[src/sv/slle_pkg.sv]
// shared types and constants for the sorted list engine
// no dependencies; imported by every module of the block
package slle_pkg;

	localparam int DEPTH   = 16;
	localparam int CNT_W   = $clog2(DEPTH + 1);
	localparam int FIELD_W = 5;
	localparam int VAL_W   = 32;

	typedef enum logic [1:0] {
		OP_INSERT = 2'd0,
		OP_DELETE = 2'd1,
		OP_SEARCH = 2'd2,
		OP_COUNT  = 2'd3
	} op_t;

	typedef enum logic [1:0] {
		ST_OK        = 2'd0,
		ST_NOT_FOUND = 2'd1,
		ST_FULL      = 2'd2,
		ST_EMPTY     = 2'd3
	} st_t;

	typedef enum logic [1:0] {
		S_IDLE,
		S_COMPARE,
		S_UPDATE
	} state_t;

	typedef struct packed {
		logic capture;
		logic compare;
		logic commit;
	} dp_cmd_t;

	// low result bits of a count, zero-extended when the count is narrower
	function automatic logic [FIELD_W-1:0] fit_field(input logic [CNT_W-1:0] v);
		logic [CNT_W+FIELD_W-1:0] w;
		w = {{FIELD_W{1'b0}}, v};
		return w[FIELD_W-1:0];
	endfunction

endpackage

[src/sv/slle_ctrl.sv]
// controller state machine for the sorted list engine
// depends on slle_pkg; drives datapath commands and both handshakes
module slle_ctrl import slle_pkg::*; (
	input  logic    clk,
	input  logic    arst_n,
	input  logic    in_valid,
	output logic    in_stall,
	output logic    out_valid,
	input  logic    out_stall,
	output dp_cmd_t cmd
);

	state_t state_q;
	state_t state_d;
	logic   out_valid_q;

	always_comb begin
		state_d = state_q;
		case (state_q)
			S_IDLE: begin
				if (in_valid) state_d = S_COMPARE;
			end
			S_COMPARE: begin
				state_d = S_UPDATE;
			end
			S_UPDATE: begin
				if (!out_valid_q || !out_stall) state_d = S_IDLE;
			end
			default: begin
				state_d = S_IDLE;
			end
		endcase
	end

	always_comb begin
		cmd      = '0;
		in_stall = 1'b1;
		case (state_q)
			S_IDLE: begin
				in_stall    = 1'b0;
				cmd.capture = in_valid;
			end
			S_COMPARE: begin
				cmd.compare = 1'b1;
			end
			S_UPDATE: begin
				cmd.commit = !out_valid_q || !out_stall;
			end
			default: begin
				cmd = '0;
			end
		endcase
	end

	always_ff @(posedge clk or negedge arst_n) begin
		if (!arst_n) begin
			state_q     <= S_IDLE;
			out_valid_q <= 1'b0;
		end else begin
			state_q <= state_d;
			if (cmd.commit) out_valid_q <= 1'b1;
			else if (!out_stall) out_valid_q <= 1'b0;
		end
	end

	assign out_valid = out_valid_q;

`ifndef NO_ASSERTIONS
	a_accept_to_compare: assert property (@(posedge clk) disable iff (!arst_n)
		(in_valid && !in_stall) |=> (state_q == S_COMPARE))
		else $error("accepted item did not enter compare");
	a_compare_to_update: assert property (@(posedge clk) disable iff (!arst_n)
		(state_q == S_COMPARE) |=> (state_q == S_UPDATE))
		else $error("compare not followed by update");
	a_commit_shows_result: assert property (@(posedge clk) disable iff (!arst_n)
		cmd.commit |=> out_valid)
		else $error("committed result not presented");
`endif

endmodule

[src/sv/slle_dp.sv]
// datapath for the sorted list engine: row of entry cells, compare and shift
// depends on slle_pkg; steered by the command struct from slle_ctrl
module slle_dp import slle_pkg::*; (
	input  logic               clk,
	input  logic               arst_n,
	input  dp_cmd_t            cmd,
	input  logic [1:0]         opcode,
	input  logic [VAL_W-1:0]   value,
	output logic [1:0]         status,
	output logic [FIELD_W-1:0] position,
	output logic [FIELD_W-1:0] entry_count
);

	logic [VAL_W-1:0]   entry_q [DEPTH];
	logic [CNT_W-1:0]   occ_q;
	op_t                op_q;
	logic [VAL_W-1:0]   key_q;
	logic [DEPTH-1:0]   lt_s1;
	logic [DEPTH-1:0]   le_s1;
	logic [DEPTH-1:0]   eq_s1;
	logic [DEPTH-1:0]   eq_first;
	logic               found;
	logic [CNT_W-1:0]   found_idx;
	logic               full;
	logic               empty;
	logic               do_insert;
	logic               do_delete;
	st_t                st_d;
	logic [CNT_W-1:0]   pos_d;
	logic [CNT_W-1:0]   occ_d;
	logic [1:0]         status_q;
	logic [FIELD_W-1:0] position_q;
	logic [FIELD_W-1:0] count_q;

	always_ff @(posedge clk) begin
		if (cmd.capture) begin
			op_q  <= op_t'(opcode);
			key_q <= value;
		end
	end

	// parallel compare of every occupied cell against the key
	always_ff @(posedge clk) begin
		if (cmd.compare) begin
			for (int i = 0; i < DEPTH; i++) begin
				lt_s1[i] <= (CNT_W'(i) < occ_q) && ($signed(entry_q[i]) < $signed(key_q));
				le_s1[i] <= (CNT_W'(i) < occ_q) && ($signed(entry_q[i]) <= $signed(key_q));
				eq_s1[i] <= (CNT_W'(i) < occ_q) && (entry_q[i] == key_q);
			end
		end
	end

	// first match: equal here and either this is cell 0 or the cell before holds a smaller value
	always_comb begin
		found_idx = '0;
		for (int i = 0; i < DEPTH; i++) begin
			eq_first[i] = eq_s1[i] && ((i == 0) ? 1'b1 : lt_s1[(i == 0) ? 0 : i - 1]);
			if (eq_first[i]) found_idx = found_idx | CNT_W'(i);
		end
		found = |eq_first;
	end

	assign full  = (occ_q == CNT_W'(DEPTH));
	assign empty = (occ_q == '0);

	always_comb begin
		st_d      = ST_OK;
		pos_d     = '0;
		occ_d     = occ_q;
		do_insert = 1'b0;
		do_delete = 1'b0;
		case (op_q)
			OP_INSERT: begin
				if (full) st_d = ST_FULL;
				else begin
					do_insert = 1'b1;
					occ_d     = occ_q + CNT_W'(1);
				end
			end
			OP_DELETE: begin
				if (empty) st_d = ST_EMPTY;
				else if (!found) st_d = ST_NOT_FOUND;
				else begin
					do_delete = 1'b1;
					occ_d     = occ_q - CNT_W'(1);
				end
			end
			OP_SEARCH: begin
				if (!found) st_d = ST_NOT_FOUND;
				else pos_d = found_idx + CNT_W'(1);
			end
			OP_COUNT: begin
				st_d = ST_OK;
			end
			default: begin
				st_d = ST_OK;
			end
		endcase
	end

	// each cell keeps, takes the key, or takes a neighbour
	for (genvar g = 0; g < DEPTH; g++) begin : g_cell
		always_ff @(posedge clk) begin
			if (cmd.commit && do_insert && !le_s1[g]) begin
				if (g == 0) entry_q[g] <= key_q;
				else if (le_s1[(g == 0) ? 0 : g - 1]) entry_q[g] <= key_q;
				else entry_q[g] <= entry_q[(g == 0) ? 0 : g - 1];
			end else if (cmd.commit && do_delete && !lt_s1[g] && (g < DEPTH - 1)) begin
				entry_q[g] <= entry_q[(g < DEPTH - 1) ? g + 1 : g];
			end
		end
	end

	always_ff @(posedge clk or negedge arst_n) begin
		if (!arst_n) begin
			occ_q <= '0;
		end else if (cmd.commit) begin
			occ_q <= occ_d;
		end
	end

	always_ff @(posedge clk) begin
		if (cmd.commit) begin
			status_q   <= st_d;
			position_q <= fit_field(pos_d);
			count_q    <= fit_field(occ_d);
		end
	end

	assign status      = status_q;
	assign position    = position_q;
	assign entry_count = count_q;

`ifndef NO_ASSERTIONS
	a_occ_bounded: assert property (@(posedge clk) disable iff (!arst_n)
		occ_q <= CNT_W'(DEPTH))
		else $error("occupancy beyond table depth");
	a_occ_only_on_commit: assert property (@(posedge clk) disable iff (!arst_n)
		!cmd.commit |=> $stable(occ_q))
		else $error("occupancy changed outside commit");
	a_single_first_match: assert property (@(posedge clk) disable iff (!arst_n)
		cmd.commit |-> $onehot0(eq_first))
		else $error("more than one first match");
`endif

endmodule

[src/sv/sorted_list_engine_core.sv]
// top level of the sorted list engine
// depends on slle_pkg, slle_ctrl and slle_dp
//
// ordered table of up to DEPTH signed 32-bit values, kept ascending in a row of
// register cells. every transfer in gives exactly one transfer out: insert places
// the value after any equal ones (dropped with status full when the table is
// full), delete removes the first equal value, search returns its 1-based
// position, count only reports; each result carries the count after the
// operation. an item is captured at its transfer in, then all cells compare
// against the key at once, then the cells shift in place and the result
// register loads; a new item is taken only after the last one has been
// committed. the input stalls while an item is in flight; a finished result
// sits in the output register and does not hold off the next transfer in,
// but that item's update waits until the earlier result has been taken.
// table contents are not cleared at reset, only the count, so no start-up
// pass is needed
module sorted_list_engine_core import slle_pkg::*; (
	input  logic               clk,
	input  logic               arst_n,
	input  logic               in_valid,
	output logic               in_stall,
	input  logic [1:0]         opcode,
	input  logic [VAL_W-1:0]   value,
	output logic               out_valid,
	input  logic               out_stall,
	output logic [1:0]         status,
	output logic [FIELD_W-1:0] position,
	output logic [FIELD_W-1:0] entry_count
);

	// command bundle from the sequencer into the cell row
	dp_cmd_t cmd;

	// sequencer: capture, compare, commit, plus the output valid flag
	slle_ctrl u_ctrl (
		.clk       (clk),
		.arst_n    (arst_n),
		.in_valid  (in_valid),
		.in_stall  (in_stall),
		.out_valid (out_valid),
		.out_stall (out_stall),
		.cmd       (cmd)
	);

	// cell row, compare vectors, occupancy and result registers
	slle_dp u_dp (
		.clk         (clk),
		.arst_n      (arst_n),
		.cmd         (cmd),
		.opcode      (opcode),
		.value       (value),
		.status      (status),
		.position    (position),
		.entry_count (entry_count)
	);

endmodule

[config.mk]
export PLATFORM = sky130hd
export DESIGN_NAME = sorted_list_engine_core
export DESIGN_NICKNAME = d
export VERILOG_FILES = /design/src/sv/slle_pkg.sv /design/src/sv/slle_ctrl.sv /design/src/sv/slle_dp.sv /design/src/sv/sorted_list_engine_core.sv
export SDC_FILE = /design/constraint.sdc
export NUM_CORES = 2
export LEC_CHECK = 0
export ABC_CLOCK_PERIOD_IN_PS = 5340
export BUFFER_PORTS_ARGS = -buffer_cell sky130_fd_sc_hd__buf_2
export CORE_AREA = 2 2 251 377
export DETAILED_ROUTE_END_ITERATION = 10
export DIE_AREA = 0 0 253 379
export PLACE_DENSITY = 0.58
export SLEW_MARGIN = 10
export SYNTH_ARGS = -nofsm -noshare
export SYNTH_HDL_FRONTEND = slang
export SYNTH_SLANG_ARGS = --single-unit
[constraint.sdc]
create_clock -name clk -period 5.34 [get_ports clk]
set_clock_uncertainty 0.2 [all_clocks]
set_input_delay 1.335 -clock clk [delete_from_list [all_inputs] [get_ports clk]]
set_output_delay 1.335 -clock clk [all_outputs]
set_load 0.01 [all_outputs]
==> impl_metrics.toml <==
[placed_design]
dp_hpwl_um = 96600
place_inst = 5043
dp_slack_ns = 1.30
io_buffers = 51
place_congestion = 0.885

[floorplanning]
die_height_um = 379
io_pins = 52
rows = 137
fp.coreArea_mm2 = 0.0926
die_x_um = 253
dieArea_mm2 = 0.0959
start_util = 0.448

[clocking]
htree_levels = 3
cts_buffers = 69
cts.root.buffer_cell = "clkbuf_16"
cts_sinks = 613
postCtsSetupRepairBufs = 0
post_cts_resized = 0
clk_pin_slew_ns = 0.06
cts_tree = "built"
clockBufferDepth = 3
insertion_delay_ns = 0.66
cts_hold_buf = 0

[drt]
drc = 0
vias_per_cell = 6.06
postRouteAntennaNets = 0
vias = 31300
dr.pass1.iters = 5
routedWlPerCell_um = 24.4
wl_um = 126000
drtIter0Drc = 1955

[outcome]
status = "complete, no violations"

[timing]
slew_violations = 0
finalSetupViolCount = 0
tightest_slew_ns = 1.20
relSlewSlack = 0.194
report.final.hold_viol_count = 0
fmax_mhz = 244
whs_ns = 0.311
fin_crit_ns = 4.11
rsz0062_at_grt = "false"
fin_crit_sh = 0.769
timing.final.ws_setup_ns = 1.23
fin_setup_tns_ns = 0

[global_route]
grt_pass1_wl_um = 190000
track_usage = 0.262
grt_max_degree = 66
grt_pass1_vias = 31300
overflow = 0
antenna_found_initial = 0

[synth]
netlist_area_mm2 = 0.0414
avgSynthCellArea_um2 = 10.6
synth.net_count = 4449
synth-edff-count = 605
yosysSeqAreaShare = 0.443
synth_cell_types = 73
yosys_warnings = 0
async_flop_share = 0.0131
syn_inst = 3894
ys_seq_elements = 613
ys.flop_type = "edfxtp_1"

[worst_hold_path]
min_path_type = "register to register"

[cells_and_area]
nets = 4490
syn_to_final_growth_pct = 9.29
antenna_cells = 0
drive_above_1_share = 0.0870
layout.cells.non_filler = 5170

[pwr]
peakVddDrop_uv = 175
power.leakage_nw = 16.8
power.density_mw_per_mm2 = 334

[critical_path]
end_kind = "register"
worstPathRequired_ns = 5.50
critical_path.startpoint_type = "register"
path_class = "register to register"
cp.arrival_ns = 4.27
crit_fanout = 16

[flow_run]
max_cap_violations = 0
area by class of cell:
| cell class | instances | area (µm²) |
|---|---|---|
| clock buffer | 89 | 1900 |
| multi-input combinational | 3004 | 21800 |
| inverter | 79 | 297 |
| timing repair buffer | 168 | 1180 |
| tap | 1181 | 1480 |
| fill | 8502 | 47300 |
| sequential | 613 | 18400 |
| clock inverter | 36 | 288 |
state kept, by name, indices dropped and copies added, names as in the netlist:
name	cells
u_dp.position	5
u_dp.status	2
u_dp.op_q	2
u_dp.entry_q	512
u_dp.le_s1	16
u_dp.occ_q	5
u_dp.entry_count	5
u_dp.lt_s1	15
u_ctrl.state_q	2
u_dp.key_q	32
u_dp.eq_s1	16
u_ctrl.out_valid	1
cell usage in the layout (no fill, tap or decap), types with 15 or more instances in the layout:
| master | netlist | layout |
|---|---|---|
| o21ai_0 | 109 | 96 |
| buf_2 | 60 | 51 |
| clkinv_2 | 0 | 16 |
| inv_1 | 79 | 79 |
| nand3_1 | 80 | 80 |
| clkbuf_16 | 0 | 72 |
| nor4_1 | 28 | 28 |
| nand4_1 | 103 | 103 |
| nand2_1 | 237 | 237 |
| a211oi_1 | 15 | 15 |
| o211ai_1 | 24 | 24 |
| buf_4 | 58 | 114 |
| edfxtp_1 | 605 | 605 |
| nor2b_1 | 20 | 19 |
| a21oi_1 | 634 | 634 |
| a21o_1 | 40 | 40 |
| a22oi_1 | 46 | 46 |
| nor2_1 | 475 | 473 |
| nor3_1 | 37 | 36 |
| ha_1 | 517 | 517 |
| mux2_1 | 20 | 20 |
| mux2i_1 | 418 | 418 |
through the flow:
| stage | utilization | total power [mW] | cell area (µm²) |
|---|---|---|---|
| after global routing | 0.489 | 15.8 | 45300 |
| after global placement | 0.465 | 10.3 | 43000 |
| final | 0.489 | 15.1 | 45300 |
| after CTS | 0.489 | 15.2 | 45200 |
| after detailed placement | 0.465 | 10.4 | 43000 |
| after floorplan | - | 8.97 | 41400 |
cell usage after synthesis, types with 24 or more instances:
cell type,n,area share
mux2i_1,418,0.10
o211ai_1,24,0.0043
nor2_1,475,0.043
nand2_1,237,0.021
o21ai_0,109,0.013
nor4_1,28,0.0042
a22oi_1,46,0.0083
a21oi_1,634,0.077
edfxtp_1,605,0.44
ha_1,517,0.16
clkbuf_1,59,0.0053
a21o_1,40,0.0072
nor3_1,37,0.0045
nand3_1,80,0.0097
inv_1,79,0.0072
buf_2,60,0.0072
nand4_1,103,0.016
buf_4,58,0.011
critical path, cell delays in order (launching register included):
cell	delay [ns]
edfxtp_1	0.91
inv_1	0.46
buf_4	0.33
ha_1	0.31
nand4_1	0.10
nor3_1	0.35
and4_1	0.34
nor3b_1	0.50
or4_1	0.20
nand3_1	0.08
report_power, final:
group	switching, mW	leakage, nW	internal (mW)
logic	2.40	10.1	1.39
clock network	2.10	1.08	2.71
registers	0.514	5.62	5.99
total	5.01	16.8	10.1
cell families after synthesis:
logic type,after synthesis,synth area share
muxes,451,0.111
buffers and inverters,277,0.0358
xor gates and xnor gates,6,0.00127
DFF,613,0.443
AOI/OAI and AO/OA,954,0.131
adders and majority gates,517,0.156
and+or+nand+nor,1076,0.121
routing by layer:
| layer | share of wire | GRT usage | vias to the layer above | wire length (µm) |
|---|---|---|---|---|
| met5 | 0 | 0 | - | 0 |
| met4 | 0.044 | 0.120 | 0 | 5550 |
| met3 | 0.031 | 0.0224 | 275 | 3890 |
| met2 | 0.54 | 0.499 | 760 | 68200 |
| met1 | 0.38 | 0.294 | 15400 | 48500 |
| li1 | - | - | 14900 | - |
path summary, 6_finish.rpt:
kind	from	end	slack, ns	depth (start not counted)
worst max-delay path	u_dp.key_q[22]	u_dp.le_s1[15]	1.23	9
worst min-delay path	u_ctrl.out_valid	u_ctrl.out_valid	0.31	2
worst max register to register	u_dp.key_q[22]	u_dp.le_s1[15]	1.23	9
worst min register to register	u_ctrl.out_valid	u_ctrl.out_valid	0.31	2
max in group asynchronous	arst_n	u_dp.occ_q[0]	4.43	1
min in group asynchronous	arst_n	u_ctrl.out_valid	0.32	1
No activity file was read; power rests on OpenSTA's default activity.
